File: src/design/so3e_pkg.sv
`timescale 1ns / 1ps
// ----------------------------------------------------------------------------
// SO(3) exponential map package
// Shared widths, latencies, trig constants and series divisors.
// ----------------------------------------------------------------------------
package so3e_pkg;

	// threshold register width
	localparam int THR_W = 31;

	// square root: one result bit per stage
	localparam int SQRT_STG = 32;
	// axis divider: one setup stage plus one quotient bit per stage
	localparam int DIV_STG = 32;
	// phase, range reduction and series evaluation
	localparam int SC_STG = 29;
	localparam int SC_PAD = DIV_STG - SC_STG;

	// series terms and reciprocal scale for constant division
	localparam int TERMS    = 7;
	localparam int RECIP_SH = 34;

	// 2^64 / (2 pi) and pi * 2^62, split in halves
	localparam logic [31:0] TURN_HI = 32'h28BE60DB;
	localparam logic [31:0] TURN_LO = 32'h9391054A;
	localparam logic [31:0] PI_HI   = 32'hC90FDAA2;
	localparam logic [31:0] PI_LO   = 32'h2168C235;

	localparam logic signed [31:0] ONE_Q30 = 32'sh4000_0000;

	typedef logic [7:0] divc_t;
	localparam divc_t SIN_DIV [TERMS] = '{8'd6, 8'd20, 8'd42, 8'd72, 8'd110, 8'd156, 8'd210};
	localparam divc_t COS_DIV [TERMS] = '{8'd2, 8'd12, 8'd30, 8'd56, 8'd90, 8'd132, 8'd182};

	typedef enum logic [1:0] {
		QUAD_0,
		QUAD_1,
		QUAD_2,
		QUAD_3
	} quad_t;

endpackage

File: src/design/so3e_div.sv
`timescale 1ns / 1ps
// ----------------------------------------------------------------------------
// Axis component divider
// Pipelined restoring division: round(mag * 2^30 / len), one bit a stage.
// ----------------------------------------------------------------------------
module so3e_div (
	input  logic        clk,
	input  logic        en,
	input  logic [31:0] mag,
	input  logic [31:0] len,
	output logic [30:0] quo
);
	import so3e_pkg::*;

	localparam int QW = DIV_STG - 1;

	logic [61:0]   num;
	logic [31:0]   rem_s [DIV_STG];
	logic [QW-1:0] low_s [DIV_STG];
	logic [QW-1:0] quo_s [DIV_STG];
	logic [31:0]   len_s [DIV_STG];

	// form the rounded numerator
	assign num = {mag, 30'd0} + {31'd0, len[31:1]};

	always_ff @(posedge clk) begin
		if (en) begin
			rem_s[0] <= {1'b0, num[61:31]};
			low_s[0] <= num[30:0];
			quo_s[0] <= '0;
			len_s[0] <= len;
		end
	end

	// one quotient bit per stage
	for (genvar i = 1; i < DIV_STG; i++) begin : g_stage
		logic [32:0] trial;
		logic        take;
		logic [32:0] diff;

		always_comb begin
			trial = {rem_s[i-1], low_s[i-1][QW-1]};
			take  = trial >= {1'b0, len_s[i-1]};
			diff  = trial - {1'b0, len_s[i-1]};
		end

		always_ff @(posedge clk) begin
			if (en) begin
				rem_s[i] <= take ? diff[31:0] : trial[31:0];
				low_s[i] <= {low_s[i-1][QW-2:0], 1'b0};
				quo_s[i] <= {quo_s[i-1][QW-2:0], take};
				len_s[i] <= len_s[i-1];
			end
		end
	end

	assign quo = quo_s[DIV_STG-1];

endmodule

File: config.mk
export PLATFORM = sky130hd
export DESIGN_NAME = so3e_div
export DESIGN_NICKNAME = d
export VERILOG_FILES = /design/src/design/so3e_pkg.sv /design/src/design/so3e_div.sv
export SDC_FILE = /design/constraint.sdc
export NUM_CORES = 2
export LEC_CHECK = 0
export CELL_PAD_IN_SITES_DETAIL_PLACEMENT = 1
export CELL_PAD_IN_SITES_GLOBAL_PLACEMENT = 1
export CORE_MARGIN = 4
export CORE_UTILIZATION = 33
export DETAILED_ROUTE_END_ITERATION = 6
export DONT_BUFFER_PORTS = 1
export PLACE_DENSITY = 0.54
export SYNTH_ARGS = -nofsm -noshare
export SYNTH_HDL_FRONTEND = slang
export SYNTH_SLANG_ARGS = --single-unit
File: constraint.sdc
create_clock -name clk -period 8.9 [get_ports clk]
set_input_delay 0.89 -clock clk [delete_from_list [all_inputs] [get_ports clk]]
set_output_delay 0.89 -clock clk [all_outputs]
set_load 0.01 [all_outputs]
==> flow_metrics.tcl <==
set metrics [dict create \
    status "finished with violations" \
    violations "DRC, slew limit" \
    areaGrowthSynthToFinish_pct 12.02 \
    drt-initial-drc-count 5028 \
    powerDensity_mw_per_mm2 383.6 \
    synth.most_common_cell "edfxtp_1" \
    synth_fp_nets 13280 \
    cts.htree.levels 5 \
    synth-edff-count 2480 \
    crit-reg2reg-capture "rem_s[5][28]" \
    ys_top_cells_by_count "edfxtp_1, inv_1, ha_1" \
    synth-seq-cells 2480 \
    path_class "input pin to flop" \
    postCtsSetupBuffers 0 \
    pin_count 97 \
    place_congestion 0.8533 \
    cts_max_path_buffers 4 \
    cp.depth 7 \
    fp.dieH_um 654.6 \
    synth-main-ff-cell "edfxtp_1" \
    crit_chain "buf_16 -> buf_16 -> buf_16 -> buf_16 -> buf_16 -> buf_16 -> buf_16" \
    via_count 91980 \
    placed_area_mm2 0.1441 \
    drtAntennaViolNets 0 \
    track_usage_pct 17.44 \
    vias_per_cell 5.111 \
    ir_worst_vdd_mv 0.1825 \
    hold_path_end "rem_s[0][28]" \
    cp_max_fo 248 \
    fin_crit_ns 7.686 \
    wl_per_cell_um 21.18 \
    yosys.area.top_type_share_pct 53.98 \
    reg2reg_slack_ns 3.88 \
    dieArea_mm2 0.4285 \
    ys_warn_count 0 \
    fin_tns_setup_ns 0 \
    skew_ns 0.04415 \
    fp.dieW_um 654.6 \
    rsz0062_at_grt "false" \
    cts_buffers 307 \
    final_area_mm2 0.1545 \
    fmax_ghz 0.1301 \
    coreArea_mm2 0.4166 \
    multi_input_area_mm2 0.05746 \
    port_buffers 0 \
    start_util_pct 33.11 \
    min_path_type "input pin to flop" \
    final_nets 13340 \
    r2r_cells 14 \
    antenna_found_initial 5 \
    cp.required_ns 9.39 \
    start_kind "input pin" \
    clk_pin_slew_ns 0.06 \
    dr.pass1.iters 7 \
    synth_top_area_cell "edfxtp_1" \
    grt_overflow_total 0 \
    crit_slowest_cell "buf_16" \
    post-route-period-util_pct 86.36 \
    clock_insertion_delay_worst_skew_ns 0.93 \
    power.leakage_nw 61.93 \
    synth_area_per_cell_um2 11.32 \
    cts_root_buf "clkbuf_16" \
    rows 237 \
    arrival_ns 8.18 \
    endpoint_kind "flop" \
    tritoncts "yes" \
    hp-start "mag[29]" \
    ys_top_cells_by_area "edfxtp_1, ha_1, inv_1" \
    final-hold-violation-count 0 \
    regArea_mm2 0.07447 \
    ys_seq_area_share_pct 53.98 \
    synth_cells 12190 \
    timing.rr.start "len_s[4][27]" \
    nFillCells 45020 \
    crit_family "buffers and inverters" \
    async_flop_share_pct 0 \
    clock-sinks 2480 \
    dp_hpwl_mm 288.8 \
    slew_viol_final 148 \
    grt_pass1_vias 96710 \
    drive_gt1_share_pct 7.413 \
    maxCapViolations 0 \
    drc_errors 1 \
    cpPeakStageDelay_ns 0.86 \
    wirelength_mm 381.1 \
    max_slew_margin_pct -28.40 \
    syn-cell-area_mm2 0.1380 \
    grt_first_pass_wirelength_mm 586.8 \
    crit_top_cell "buf_16" \
    final-setup-viol-count 0 \
    synthDistinctLibCells 92 \
    min_path_cells 1 \
    worstMarginPinSlew_ns 1.926 \
    grt_max_degree 258 \
    cp_num_buf_inv 7 \
]
==> registers in the layout, summed over array words and instances, names as in the netlist <==
| register | flops |
|---|---|
| low_s | 1 |
| rem_s | 991 |
| len_s | 992 |
| quo_s | 496 |
==> where the power goes <==
group          total [mW]  internal [mW]  switching, mW
clock                12.6           7.43           5.17
sequential           19.7           17.5           2.22
combinational        26.9           11.1           15.8
==> per-stage QoR <==
stage	power (mW)	instances	setup slack, ns	util (%)	hold slack (ns)
after floorplan	38.75	12190	5.375	-	0.4003
after global placement	46.49	17400	1.072	34.58	0.4007
after detailed placement	47.04	17400	0.7125	34.58	0.4052
after CTS	60.16	17990	1.720	37.08	0.06210
after global routing	63.89	17990	1.076	37.09	0.1104
final	59.29	18000	1.214	37.09	0.1745
==> per-layer routing <==
layer | global-route usage [%] | vias up | routed length (um)
li1 | - | 44720 | -
met1 | 22.78 | 45710 | 172500
met2 | 30.89 | 1023 | 189700
met3 | 1.619 | 529 | 9321
met4 | 4.385 | 0 | 9576
met5 | 0 | - | 0
==> worst register-to-register path, stage by stage (launching register included) <==
cell and delay (ns):
edfxtp_1 0.39, inv_1 0.14, ha_1 0.26, fa_1 0.42, nor2b_1 0.12, o21ai_0 0.13
a21oi_1 0.21, o21ai_0 0.14, a31oi_1 0.71, a21oi_1 0.23, o21ai_0 0.54, a21oi_1 0.17
a2111oi_0 0.87, mux2_2 0.43, o22ai_1 0.12
==> worst max path at each step <==
| stage | from | to | slack, ns |
|---|---|---|---|
| after floorplan | len_s[25][1] | rem_s[26][26] | 5.38 |
| after global placement | en | rem_s[26][24] | 1.07 |
| after detailed placement | en | rem_s[27][26] | 0.71 |
| after CTS | en | rem_s[27][26] | 1.72 |
| final | en | rem_s[27][26] | 1.21 |
| after global routing | en | rem_s[27][26] | 1.08 |
==> layout make-up <==
class	count	area share, %
Tap cell	5497	4.450
Clock inverter	182	1.372
Clock buffer	371	5.154
Timing Repair Buffer	79	0.5926
Multi-Input combinational cell	8121	37.18
Antenna cell	7	0.01133
Inverter	1258	3.055
Sequential cell	2480	48.19
==> cell families (layout without fill, tap and decap cells) <==
kind of cell	count (synthesis)	in the layout	share of synthesized area, %
xor gates and xnor gates	815	815	5.174
adders and majority gates	1024	1024	9.450
AOI/OAI and AO/OA	3249	3249	14.73
buffers and inverters	1585	1890	4.497
other	0	7	0
DFF	2480	2480	53.98
muxes	370	370	2.990
and+or+nand+nor	2663	2663	9.177
==> layout by cell type, fill, tap and decap left out, types with 130 or more instances in the layout <==
| master | synthesis | layout |
|---|---|---|
| a21o_1 | 512 | 512 |
| a21oi_1 | 907 | 907 |
| clkbuf_16 | 0 | 309 |
| edfxtp_1 | 2480 | 2480 |
| ha_1 | 994 | 994 |
| inv_1 | 1256 | 1256 |
| mux2_2 | 326 | 326 |
| nand2_1 | 939 | 939 |
| nand2b_1 | 133 | 133 |
| nand3_1 | 188 | 188 |
| nand4_1 | 158 | 158 |
| nor2_1 | 563 | 561 |
| nor2b_1 | 165 | 165 |
| nor3_1 | 160 | 160 |
| o21ai_0 | 899 | 898 |
| o21bai_1 | 130 | 130 |
| xnor2_1 | 481 | 481 |
| xor2_1 | 334 | 334 |
==> what timing repair did <==
item / 4_1_cts / 5_1_grt
hold endpoints to repair: 33 / 0
hold buffers: 33 / 0
resized for setup: 0 / 0
Note: power is estimated with default switching activity, not from simulation.
